<file path="src/sv/h264au_pkg.sv">
// Shared types and constants for the H.264 Annex-B access unit splitter.
package h264au_pkg;

  // NAL unit type codes that steer unit boundaries.
  localparam logic [4:0] NAL_SLICE = 5'd1;
  localparam logic [4:0] NAL_IDR   = 5'd5;
  localparam logic [4:0] NAL_SEI   = 5'd6;
  localparam logic [4:0] NAL_SPS   = 5'd7;
  localparam logic [4:0] NAL_PPS   = 5'd8;
  localparam logic [4:0] NAL_AUD   = 5'd9;

  // Start code bytes.
  localparam logic [7:0] SC_ZERO = 8'h00;
  localparam logic [7:0] SC_ONE  = 8'h01;

  // Longest zero run that belongs to a start code.
  localparam logic [1:0] ZRUN_MAX = 2'd3;
  localparam logic [1:0] ZRUN_SC  = 2'd2;

  // Result queue geometry.
  localparam int unsigned Q_DEPTH = 4;
  localparam int unsigned Q_PTR_W = 2;
  localparam int unsigned Q_CNT_W = 3;

  // One reported access unit.
  typedef struct packed {
    logic [31:0] unit_offset;
    logic [31:0] unit_length;
    logic        has_idr;
    logic        final_unit;
  } res_t;

endpackage

</file>
<file path="src/sv/h264_annexb_access_unit_splitter.sv">
// Top level of the H.264 Annex-B access unit splitter.
//
//  Channel  Dir  Handshake              Payload
//  in_      in   in_valid / in_ready    data_byte, end_of_stream
//  out_     out  out_valid / out_ready  unit_offset, unit_length, has_idr, final_unit
//
// One byte is taken per cycle while in_ready is high; the parser updates its
// state in the same cycle. Results land in a four-entry queue that drives out_.
// in_ready drops only while the queue holds more than two results, since one
// byte may add two (a closed unit and the final unit at end of stream).
// Reset is synchronous and active low and clears the parser and the queue.
module h264_annexb_access_unit_splitter #(
  parameter int unsigned OFFSET_BITS = 32
) (
  input  logic        clk,
  input  logic        rst_n,
  input  logic        in_valid,
  output logic        in_ready,
  input  logic [7:0]  in_data_byte,
  input  logic        in_end_of_stream,
  output logic        out_valid,
  input  logic        out_ready,
  output logic [31:0] out_unit_offset,
  output logic [31:0] out_unit_length,
  output logic        out_has_idr,
  output logic        out_final_unit
);

  logic             beat_en;
  logic             room2;
  logic [1:0]       res_n;
  logic [1:0]       push_n;
  h264au_pkg::res_t res0, res1, rdata;

  assign in_ready = room2;
  assign beat_en  = in_valid && in_ready;
  assign push_n   = beat_en ? res_n : 2'd0;

  // Stream parser.
  h264au_parser #(
    .OFFSET_BITS(OFFSET_BITS)
  ) u_parser (
    .clk          (clk),
    .rst_n        (rst_n),
    .beat_en      (beat_en),
    .data_byte    (in_data_byte),
    .end_of_stream(in_end_of_stream),
    .res_n        (res_n),
    .res0         (res0),
    .res1         (res1)
  );

  // Result queue.
  h264au_fifo u_fifo (
    .clk      (clk),
    .rst_n    (rst_n),
    .push_n   (push_n),
    .wdata0   (res0),
    .wdata1   (res1),
    .room2    (room2),
    .out_valid(out_valid),
    .out_ready(out_ready),
    .rdata    (rdata)
  );

  assign out_unit_offset = rdata.unit_offset;
  assign out_unit_length = rdata.unit_length;
  assign out_has_idr     = rdata.has_idr;
  assign out_final_unit  = rdata.final_unit;

endmodule

</file>
<file path="src/sv/h264au_parser.sv">
// Byte-wise start code, NAL header and access unit boundary tracker.
module h264au_parser #(
  parameter int unsigned OFFSET_BITS = 32
) (
  input  logic                 clk,
  input  logic                 rst_n,
  input  logic                 beat_en,
  input  logic [7:0]           data_byte,
  input  logic                 end_of_stream,
  output logic [1:0]           res_n,
  output h264au_pkg::res_t     res0,
  output h264au_pkg::res_t     res1
);

  localparam int unsigned W = OFFSET_BITS;

  typedef enum logic [1:0] {
    PH_SEARCH,
    PH_HEADER,
    PH_SLICE1,
    PH_BODY
  } phase_t;

  phase_t       phase_r, phase_nxt, phase_mid;
  logic [W-1:0] pos_r, pos_nxt;
  logic [1:0]   zrun_r, zrun_nxt, zrun_mid;
  logic [4:0]   ntype_r, ntype_nxt, ntype_mid;
  logic [W-1:0] nal_start_r, nal_start_nxt, nal_start_mid;
  logic [W-1:0] unit_start_r, unit_start_nxt, unit_start_mid;
  logic         seen_r, seen_nxt, seen_mid;
  logic         idr_r, idr_nxt, idr_mid;
  logic         close_unit;
  logic         fin_unit;
  logic [W-1:0] sc_pos;
  logic [W-1:0] pos_inc;
  logic [W-1:0] close_len;
  logic [W-1:0] fin_len;
  logic [W+31:0] ext_close_off, ext_close_len, ext_fin_off, ext_fin_len;
  h264au_pkg::res_t close_res, fin_res;

  assign sc_pos  = pos_r - {{(W-2){1'b0}}, zrun_r};
  assign pos_inc = pos_r + {{(W-1){1'b0}}, 1'b1};

  // Per-byte update of the stream parser.
  always_comb begin
    phase_mid      = phase_r;
    zrun_mid       = zrun_r;
    ntype_mid      = ntype_r;
    nal_start_mid  = nal_start_r;
    unit_start_mid = unit_start_r;
    seen_mid       = seen_r;
    idr_mid        = idr_r;
    close_unit     = 1'b0;
    unique case (phase_r)
      PH_HEADER: begin
        ntype_mid = data_byte[4:0];
        case (data_byte[4:0]) inside
          [h264au_pkg::NAL_SLICE:h264au_pkg::NAL_IDR]: begin
            phase_mid = PH_SLICE1;
          end
          h264au_pkg::NAL_SEI, h264au_pkg::NAL_SPS,
          h264au_pkg::NAL_PPS, h264au_pkg::NAL_AUD: begin
            close_unit = seen_r;
            phase_mid  = PH_BODY;
          end
          default: begin
            phase_mid = PH_BODY;
          end
        endcase
        zrun_mid = (data_byte == h264au_pkg::SC_ZERO) ? 2'd1 : 2'd0;
      end
      PH_SLICE1: begin
        // The leading ue(v) bit set means first_mb_in_slice is zero.
        close_unit = seen_r && data_byte[7];
        phase_mid  = PH_BODY;
        zrun_mid   = (data_byte == h264au_pkg::SC_ZERO) ? 2'd1 : 2'd0;
      end
      default: begin
        if ((data_byte == h264au_pkg::SC_ONE) && (zrun_r >= h264au_pkg::ZRUN_SC)) begin
          if (phase_r == PH_SEARCH) begin
            unit_start_mid = sc_pos;
          end
          nal_start_mid = sc_pos;
          phase_mid     = PH_HEADER;
          zrun_mid      = 2'd0;
        end else if (data_byte == h264au_pkg::SC_ZERO) begin
          if (zrun_r != h264au_pkg::ZRUN_MAX) begin
            zrun_mid = zrun_r + 2'd1;
          end
        end else begin
          zrun_mid = 2'd0;
        end
      end
    endcase

    // A closing unit ends where the new NAL's start code begins.
    if (close_unit) begin
      unit_start_mid = nal_start_r;
      idr_mid        = 1'b0;
      seen_mid       = 1'b0;
    end
    if (phase_r == PH_SLICE1) begin
      if (ntype_r == h264au_pkg::NAL_IDR) begin
        idr_mid = 1'b1;
      end
      seen_mid = 1'b1;
    end
  end

  // End of stream reports the open unit and returns to the reset state.
  assign fin_unit  = end_of_stream && (phase_mid != PH_SEARCH);
  assign close_len = nal_start_r - unit_start_r;
  assign fin_len   = pos_inc - unit_start_mid;

  assign ext_close_off = {32'd0, unit_start_r};
  assign ext_close_len = {32'd0, close_len};
  assign ext_fin_off   = {32'd0, unit_start_mid};
  assign ext_fin_len   = {32'd0, fin_len};

  always_comb begin
    close_res.unit_offset = ext_close_off[31:0];
    close_res.unit_length = ext_close_len[31:0];
    close_res.has_idr     = idr_r;
    close_res.final_unit  = 1'b0;
    fin_res.unit_offset   = ext_fin_off[31:0];
    fin_res.unit_length   = ext_fin_len[31:0];
    fin_res.has_idr       = idr_mid ||
                            ((phase_mid == PH_SLICE1) && (ntype_mid == h264au_pkg::NAL_IDR));
    fin_res.final_unit    = 1'b1;
  end

  always_comb begin
    res0  = close_unit ? close_res : fin_res;
    res1  = fin_res;
    res_n = {1'b0, close_unit} + {1'b0, fin_unit};
  end

  always_comb begin
    if (end_of_stream) begin
      phase_nxt      = PH_SEARCH;
      pos_nxt        = '0;
      zrun_nxt       = 2'd0;
      ntype_nxt      = 5'd0;
      nal_start_nxt  = '0;
      unit_start_nxt = '0;
      seen_nxt       = 1'b0;
      idr_nxt        = 1'b0;
    end else begin
      phase_nxt      = phase_mid;
      pos_nxt        = pos_inc;
      zrun_nxt       = zrun_mid;
      ntype_nxt      = ntype_mid;
      nal_start_nxt  = nal_start_mid;
      unit_start_nxt = unit_start_mid;
      seen_nxt       = seen_mid;
      idr_nxt        = idr_mid;
    end
  end

  // Parser state, updated once per accepted beat.
  always_ff @(posedge clk) begin
    if (!rst_n) begin
      phase_r      <= PH_SEARCH;
      pos_r        <= '0;
      zrun_r       <= 2'd0;
      ntype_r      <= 5'd0;
      nal_start_r  <= '0;
      unit_start_r <= '0;
      seen_r       <= 1'b0;
      idr_r        <= 1'b0;
    end else if (beat_en) begin
      phase_r      <= phase_nxt;
      pos_r        <= pos_nxt;
      zrun_r       <= zrun_nxt;
      ntype_r      <= ntype_nxt;
      nal_start_r  <= nal_start_nxt;
      unit_start_r <= unit_start_nxt;
      seen_r       <= seen_nxt;
      idr_r        <= idr_nxt;
    end
  end

`ifndef SYNTHESIS
  // Two results on one beat only happen at end of stream.
  a_two_only_at_eos: assert property (@(posedge clk) disable iff (!rst_n)
    (beat_en && (res_n == 2'd2)) |-> end_of_stream)
    else $error("two results without end of stream");

  // End of stream restarts the offset count and the search.
  a_eos_restart: assert property (@(posedge clk) disable iff (!rst_n)
    (beat_en && end_of_stream) |=> ((pos_r == '0) && (phase_r == PH_SEARCH)))
    else $error("state not cleared after end of stream");

  // A unit is only closed once a slice has been seen in it.
  a_close_needs_slice: assert property (@(posedge clk) disable iff (!rst_n)
    (beat_en && close_unit) |-> seen_r)
    else $error("unit closed without a slice");
`endif

endmodule

</file>
<file path="src/sv/h264au_fifo.sv">
// Small result queue that takes up to two results per cycle and gives one while out_ready is high.
module h264au_fifo (
  input  logic             clk,
  input  logic             rst_n,
  input  logic [1:0]       push_n,
  input  h264au_pkg::res_t wdata0,
  input  h264au_pkg::res_t wdata1,
  output logic             room2,
  output logic             out_valid,
  input  logic             out_ready,
  output h264au_pkg::res_t rdata
);

  h264au_pkg::res_t                    mem_r [h264au_pkg::Q_DEPTH];
  logic [h264au_pkg::Q_PTR_W-1:0]      wr_ptr_r, wr_ptr_nxt;
  logic [h264au_pkg::Q_PTR_W-1:0]      rd_ptr_r, rd_ptr_nxt;
  logic [h264au_pkg::Q_PTR_W-1:0]      wr_ptr_p1;
  logic [h264au_pkg::Q_CNT_W-1:0]      cnt_r, cnt_nxt;
  logic                                pop;

  localparam logic [h264au_pkg::Q_CNT_W-1:0] CNT_ROOM2 =
    h264au_pkg::Q_CNT_W'(h264au_pkg::Q_DEPTH - 2);
  localparam logic [h264au_pkg::Q_CNT_W-1:0] CNT_FULL =
    h264au_pkg::Q_CNT_W'(h264au_pkg::Q_DEPTH);

  assign pop       = out_valid && out_ready;
  assign out_valid = (cnt_r != '0);
  assign room2     = (cnt_r <= CNT_ROOM2);
  assign rdata     = mem_r[rd_ptr_r];
  assign wr_ptr_p1 = wr_ptr_r + {{(h264au_pkg::Q_PTR_W-1){1'b0}}, 1'b1};

  // Pointer and fill count update.
  always_comb begin
    wr_ptr_nxt = wr_ptr_r + push_n;
    rd_ptr_nxt = rd_ptr_r + {{(h264au_pkg::Q_PTR_W-1){1'b0}}, pop};
    cnt_nxt    = cnt_r + {{(h264au_pkg::Q_CNT_W-2){1'b0}}, push_n}
                 - {{(h264au_pkg::Q_CNT_W-1){1'b0}}, pop};
  end

  always_ff @(posedge clk) begin
    if (!rst_n) begin
      wr_ptr_r <= '0;
      rd_ptr_r <= '0;
      cnt_r    <= '0;
    end else begin
      wr_ptr_r <= wr_ptr_nxt;
      rd_ptr_r <= rd_ptr_nxt;
      cnt_r    <= cnt_nxt;
    end
  end

  // Result storage.
  always_ff @(posedge clk) begin
    if (push_n != 2'd0) begin
      mem_r[wr_ptr_r] <= wdata0;
    end
    if (push_n == 2'd2) begin
      mem_r[wr_ptr_p1] <= wdata1;
    end
  end

`ifndef SYNTHESIS
  // The fill count never exceeds the queue depth.
  a_no_overflow: assert property (@(posedge clk) disable iff (!rst_n)
    cnt_r <= CNT_FULL)
    else $error("result queue overflow");

  // Pushes only arrive while there is room for two results.
  a_push_room: assert property (@(posedge clk) disable iff (!rst_n)
    (push_n != 2'd0) |-> room2)
    else $error("push without room");

  // Fill count tracks the pointers.
  a_count_ptrs: assert property (@(posedge clk) disable iff (!rst_n)
    (cnt_r[h264au_pkg::Q_PTR_W-1:0] == (wr_ptr_r - rd_ptr_r)))
    else $error("fill count disagrees with pointers");
`endif

endmodule

</file>
<file path="config.mk">
export PLATFORM = sky130hd
export DESIGN_NAME = h264_annexb_access_unit_splitter
export DESIGN_NICKNAME = d
export VERILOG_FILES = /design/src/sv/h264au_pkg.sv /design/src/sv/h264_annexb_access_unit_splitter.sv /design/src/sv/h264au_parser.sv /design/src/sv/h264au_fifo.sv
export SDC_FILE = /design/constraint.sdc
export NUM_CORES = 1
export LEC_CHECK = 0
export ABC_CLOCK_PERIOD_IN_PS = 7200
export BUFFER_PORTS_ARGS = -buffer_cell sky130_fd_sc_hd__buf_2
export CAP_MARGIN = 20
export CORE_MARGIN = 4
export CORE_UTILIZATION = 50
export CTS_CLUSTER_SIZE = 40
export DETAILED_ROUTE_END_ITERATION = 7
export PLACE_DENSITY = 0.65
export SKIP_CTS_REPAIR_TIMING = 1
export SYNTH_ARGS = -nofsm -noshare
export SYNTH_HDL_FRONTEND = slang
export SYNTH_SLANG_ARGS = --single-unit
</file>
<file path="constraint.sdc">
create_clock -name clk -period 7.2 [get_ports clk]
set_input_delay 0.36 -clock clk [delete_from_list [all_inputs] [get_ports clk]]
set_output_delay 0.36 -clock clk [all_outputs]
set_load 0.1 [all_outputs]
</file>
==> run_results.csv, run 1 <==
group,metric,value,unit
synth,yosysWarningCount,0,
drt,first_pass_iters,6,
setup_path,cp.arrival,6.33,ns
layout,area_delta_synth_final,10.1,%
setup_path,critPathCaptureType,"flip-flop",
sta,grt_setup_unrepaired,"false",
global_route,grt_overflow_total,0,
floorplan,start_util,50.6,%
setup_path,critical_path_class,"flip-flop to flip-flop",
clock_tree,clk_pin_slew,0.06,ns
clock_tree,cts-root-buf,"clkbuf_16",
sta,finalSetupViolCount,0,
global_route,antenna_found_initial,1,
drt,vias,18000,
clock_tree,clock_path_buffers,3,
sta,worstMarginPinSlew,1.12,ns
synth,synth_area_leader_cell,"edfxtp_1",
setup_path,crit_top_cell,"nor2_1",
clock_tree,cts.sink_count,378,
drt,ant_nets,0,
clock_tree,htreeDepth,2,
setup_path,path_cells,"inv_1 -> ha_1 -> inv_1 -> and3_1 -> buf_4 -> mux2i_1 -> nor2_1 -> a21oi_2 -> ha_1 -> a21o_1 -> a31o_2 -> a211oi_1 -> nor2_1 -> a2111oi_0 -> nor2_1 -> xnor2_1 -> o21bai_1 -> o21ai_0",
sta,tns,0,ns
synth,ys_seq_elements,378,
sta,max_slew_margin,25.0,%
synth,synthCells,2059,
synth,synth.area.top_cells,"edfxtp_1 (36%), dfxtp_1 (11%), o22ai_1 (7.0%)",
power,vdd_drop_max,0.192,mV
power,powerDensity,250,nW/µm²
outcome,status,"finished clean",
sta,drv_slew,0,
layout,final_nets,2163,
floorplan,io_pins,81,
drt,wl_per_cell,28.1,µm
layout,finalInstanceArea,24100,µm²
floorplan,fp.dieH,217,µm
layout,final_common_cell,"edfxtp_1",
layout,drive_above_1_share,14.2,%
synth,ys.flop_type,"edfxtp_1",
layout,nFillCells,3787,
clock_tree,cts_buffers,41,
drt,vias_per_cell,6.71,
drt,drtIter0Drc,2342,
setup_path,cp_slowest_stage_delay,0.84,ns
placement,portBuffers,80,
placement,dpl.hpwl,51700,µm
power,p_leak,0.00838,µW
clock_tree,tritoncts,"done",
floorplan,die_area,47100,µm²
synth,synthArstFlopShare,0,%
sta,skew,0.0372,ns
synth,syn_area_per_cell,10.6,µm²
worst_hold_path,min_path_type,"input pin to flip-flop",
layout,final_cell_mix,"edfxtp_1 (260), o22ai_1 (246), nand2_1 (127)",
sta,hold_violations,0,
global_route,grt_pass1_wl,112000,µm
sta,finalCriticalPeriod,6.05,ns
floorplan,rows,76,
synth,yosysSeqAreaShare,46.6,%
placement,routabilityCongestion,0.975,
layout,antenna_cells,0,
global_route,grt_max_degree,78,
synth,synth_edf_count,260,
setup_path,slowest_stage,"a2111oi_0",
global_route,grt_pass1_vias,17200,
sta,finalCritPeriodShare,84.0,%
layout,final_util,55.7,%
drt,routed_wl,75400,µm
job,timing.max_cap.violations,0,
synth,mappedNetlistArea,21800,µm²
placement,dpl_cell_area,22800,µm²
clock_tree,clkLatencyLatePin,0.58,ns
sta,hold_ws,0.175,ns
floorplan,fp.dieW,217,µm
setup_path,required,7.48,ns
sta,fmax,0.165,GHz
synth,synth_cell_types,88,
synth,synth.top_cell.area_share,35.7,%
global_route,grt_usage,31.4,%
setup_path,crit_fanout,13,
setup_path,startpoint_type,"flip-flop",
drt,drc,0,
synth,synth_nets,2152,
floorplan,core_area,43200,µm²
-- state kept, by name (all words and copies together), names as in the netlist, 2 cells and up --
signal and cells:
u_fifo.cnt_r 3, u_parser.pos_r 32, u_parser.unit_start_r 32, u_parser.phase_r 2, u_fifo.wr_ptr_r 2, u_parser.zrun_r 2, u_fifo.rd_ptr_r 2, u_parser.nal_start_r 32
u_parser.ntype_r 5, u_fifo.mem_r 264
-- logic make-up after synthesis --
family / synth area share (%)
compound gates: 19.6
xor+xnor: 4.73
fa+ha+maj: 4.72
buf+inv: 3.85
flops: 46.6
mux: 8.27
simple gates: 12.3
-- layer usage --
metal / vias up / global-route usage (%) / part of all wire (%)
li1: 7898 / - / -
met1: 8836 / 44.1 / 40
met2: 1091 / 47.9 / 44
met3: 177 / 7.05 / 11
met4: 2 / 11.9 / 4.2
met5: - / 0 / 0.025
-- worst max-delay path: cells and delay by family, from the launching register on --
kind | cells | cell delay (ns)
compound gates | 7 | 2.09
xor+xnor | 1 | 0.33
fa+ha+maj | 2 | 0.84
buf+inv | 3 | 0.57
flops | 1 | 0.40
mux | 1 | 0.41
simple gates | 4 | 1.13
-- Yosys cell counts, types with 4 or more instances --
cell	instances
nand2b_1	12
dfxtp_1	118
nor2_2	5
and2_1	51
a21boi_0	10
a31oi_1	12
ha_1	76
fa_1	4
nor3_1	20
a21oi_2	5
or3_1	18
o21bai_1	18
a21oi_1	94
or2_2	5
nand3_1	42
a22oi_1	48
mux4_2	66
o22ai_1	246
o21ai_0	87
nand4_1	14
nor2b_1	67
buf_1	21
buf_4	5
xor2_1	50
buf_2	11
o21ai_1	18
a211oi_1	11
nand3b_1	7
o31ai_1	5
o21a_1	17
a22o_1	13
nand2_1	131
nor4_1	8
xnor2_1	66
a32oi_1	6
nor2_1	97
a21boi_1	7
mux2i_1	25
clkbuf_1	111
and3_1	9
inv_1	63
edfxtp_1	260
a21o_1	28
-- through the flow --
stage | setup slack (ns) | power, µW | instances
after CTS | 1.33 | 6030 | 2684
after detailed placement | 1.22 | 3960 | 2612
after global placement | 1.36 | 3950 | 2611
after global routing | 0.822 | 6170 | 2684
after floorplan | 1.75 | 3650 | 2059
final | 1.15 | 6010 | 2684
-- final cells by class --
cell class | count | area [µm²] | share of cell area, %
Multi-Input combinational cell | 1468 | 10900 | 45.3
Tap cell | 585 | 732 | 3.04
Clock buffer | 51 | 1090 | 4.55
Sequential cell | 378 | 10200 | 42.3
Timing Repair Buffer | 118 | 718 | 2.99
Inverter | 63 | 236 | 0.983
Clock inverter | 21 | 206 | 0.858
-- power breakdown --
group / switching [µW] / internal, µW / total, µW / leakage, µW
Combinational: 1170 / 365 / 1540 / 0.00445
Sequential: 70.8 / 2310 / 2380 / 0.00329
Clock: 877 / 1220 / 2100 / 0.000639
Total: 2120 / 3890 / 6010 / 0.00838
-- final timing paths --
kind / slack (ns) / to / cells past startpoint / from
worst max-delay path: 1.15 / u_fifo.mem_r[2][23] / 18 / u_parser.phase_r[0]
worst min-delay path: 0.17 / u_parser.ntype_r[0] / 3 / in_data_byte[0]
worst max register to register: 1.15 / u_fifo.mem_r[2][23] / 18 / u_parser.phase_r[0]
worst min register to register: 0.46 / u_parser.unit_start_r[28] / 2 / u_parser.unit_start_r[28]
Note: power is estimated with default switching activity, not from simulation.
==> inputs of run 2 (changes only) <==
--- a/config.mk
+++ b/config.mk
@@ -5,7 +5,7 @@
 export SDC_FILE = /design/constraint.sdc
 export NUM_CORES = 1
 export LEC_CHECK = 0
-export ABC_CLOCK_PERIOD_IN_PS = 7200
+export ABC_CLOCK_PERIOD_IN_PS = 6150
 export BUFFER_PORTS_ARGS = -buffer_cell sky130_fd_sc_hd__buf_2
 export CAP_MARGIN = 20
 export CORE_MARGIN = 4
==> constraint.sdc (replaced) <==
create_clock -name clk -period 6.15 [get_ports clk]
set_input_delay 0.3075 -clock clk [delete_from_list [all_inputs] [get_ports clk]]
set_output_delay 0.3075 -clock clk [all_outputs]
set_load 0.1 [all_outputs]
==> run 2 against run 1 <==
  * Fmax is 6.7% higher
  * Sequential cell count stayed put
  * Largest cell class unchanged
  * Critical path type unchanged
  * Non-clock buffer count is 28 higher
  * Critical endpoint unchanged
  * Worst hold slack worse by 0.061 ns
==> run_results.csv, run 2 (synthesis results as in run 1) <==
group,metric,value,unit
worst_hold_path,min_path_type,"input pin to flip-flop",
sta,finalSetupViolCount,0,
layout,nFillCells,3778,
global_route,grt_pass1_vias,17200,
global_route,antenna_found_initial,2,
placement,routabilityCongestion,0.990,
setup_path,cp.arrival,5.97,ns
power,vdd_drop_max,0.230,mV
sta,worstMarginPinSlew,1.18,ns
drt,vias_per_cell,6.64,
worst_hold_path,holdCritStartpoint,"in_data_byte[2]",
sta,hold_violations,0,
drt,drc,0,
layout,largest_reg_flops,264,
floorplan,die_area,47100,µm²
floorplan,rows,76,
global_route,grt_max_degree,65,
clock_tree,clkLatencyLatePin,0.59,ns
power,seqPwrFrac,39.5,%
layout,regArea,10200,µm²
power,internal-power,4500,µW
power,pwr-share-clk,34.7,%
setup_path,critPathCaptureType,"flip-flop",
drt,ant_nets,0,
drt,vias,18000,
drt,drtIter0Drc,2287,
clock_tree,tritoncts,"done",
power,powerDensity,289,nW/µm²
drt,first_pass_iters,6,
clock_tree,cts-root-buf,"clkbuf_16",
global_route,grt_usage,31.7,%
layout,final_nets,2191,
power,pwr-share-comb,25.8,%
setup_path,required,6.45,ns
setup_path,cp-startpoint,"u_parser.zrun_r[1]",
layout,largest_register,"u_fifo.mem_r",
placement,dpl.hpwl,51500,µm
clock_tree,htreeDepth,2,
floorplan,start_util,50.6,%
layout,final_cell_mix,"edfxtp_1 (260), o22ai_1 (246), nand2_1 (127)",
clock_tree,clock_path_buffers,3,
sta,drv_slew,0,
floorplan,core_area,43200,µm²
sta,skew,0.0362,ns
setup_path,startpoint_type,"flip-flop",
sta,tns,0,ns
layout,area_delta_synth_final,11.3,%
clock_tree,cts_buffers,41,
setup_path,critical_path_class,"flip-flop to flip-flop",
power,p_leak,0.00851,µW
layout,drive_above_1_share,15.3,%
layout,final_cells,2717,
placement,portBuffers,80,
clock_tree,cts.sink_count,378,
setup_path,crit_fanout,6,
outcome,status,"finished clean",
global_route,grt_pass1_wl,112000,µm
layout,final_common_cell,"edfxtp_1",
drt,wl_per_cell,28.0,µm
setup_path,r2r-start,"u_parser.zrun_r[1]",
floorplan,fp.dieW,217,µm
drt,routed_wl,76200,µm
placement,placedCellCount,2639,
sta,fmax,0.176,GHz
floorplan,fp.dieH,217,µm
layout,multi_input_area,10900,µm²
power,swShare,36.0,%
clock_tree,clk_pin_slew,0.06,ns
job,timing.max_cap.violations,0,
sta,grt_setup_unrepaired,"false",
global_route,grt_overflow_total,0,
sta,finalCriticalPeriod,5.67,ns
sta,max_slew_margin,21.4,%
sta,finalCritPeriodShare,92.2,%
floorplan,io_pins,81,
power,switching_power,2540,µW
-- run 2: changes by cell type in the layout (fill, tap and decap cells not counted), sizes merged --
cell / change
buf: +28
bufinv: -3
clkbuf: +9
clkinv: -2
clkinvlp: +1
diode: +1
inv: -1
-- run 2: power groups by stage --
| stage | logic (µW) | clock network (µW) | registers, µW |
|---|---|---|---|
| floorplan | 1510 | 0 | 2760 |
| global placement | 1790 | 0 | 2850 |
| detailed placement | 1800 | 0 | 2850 |
| CTS | 1800 | 2460 | 2800 |
| global route | 1880 | 2560 | 2790 |
| finish | 1810 | 2440 | 2780 |
-- run 2: area by class of cell --
type	count	share of cell area, %
clock buffers	60	4.76
multi-input cells	1468	44.8
clock inverters	16	0.576
inverters	63	0.972
flip-flops and latches	378	41.8
well taps	585	3.01
diodes	1	0.0103
repair buffers	146	4.04
-- run 2: through the flow --
stage	hold WS [ns]	power [µW]	cell area [µm²]	utilization [%]	worst slack (ns)
detailed placement	0.456	4650	23000	53.3	0.615
finish	0.114	7040	24300	56.3	0.481
global placement	0.445	4640	23000	53.3	0.699
global route	0.126	7230	24300	56.3	0.114
CTS	0.0921	7060	24300	56.3	0.602
floorplan	0.435	4280	21800	-	0.695
-- run 2: routing by layer --
layer	GRT usage [%]	share of wire [%]	up-vias
met4	12.7	4.4	2
met2	48.3	44	1031
met3	7.90	10	170
met1	43.7	41	8885
li1	-	-	7959
met5	0	0.022	-
-- run 2: final timing paths --
kind                                            end  slack, ns  cells past startpoint
worst min register to register   u_fifo.mem_r[2][0]       0.47                      1
worst max register to register  u_fifo.mem_r[2][23]       0.48                     20
worst min-delay path            u_parser.ntype_r[2]       0.11                      3
worst max-delay path            u_fifo.mem_r[2][23]       0.48                     20
-- run 2: critical path, stage by stage (launching register included) --
cell and delay [ns]:
dfxtp_1 0.41, inv_1 0.11, ha_1 0.29, nand2b_1 0.12
o31ai_2 0.59, nor2_1 0.19, xor2_1 0.24, mux2i_1 0.40
nor2_1 0.07, a21oi_1 0.55, ha_1 0.39, nor2_1 0.21
nor2b_1 0.09, a21oi_1 0.29, a21oi_1 0.24, a2111oi_0 0.48
buf_4 0.19, nor2_1 0.04, xnor2_1 0.26, o21bai_1 0.15
o21ai_0 0.09
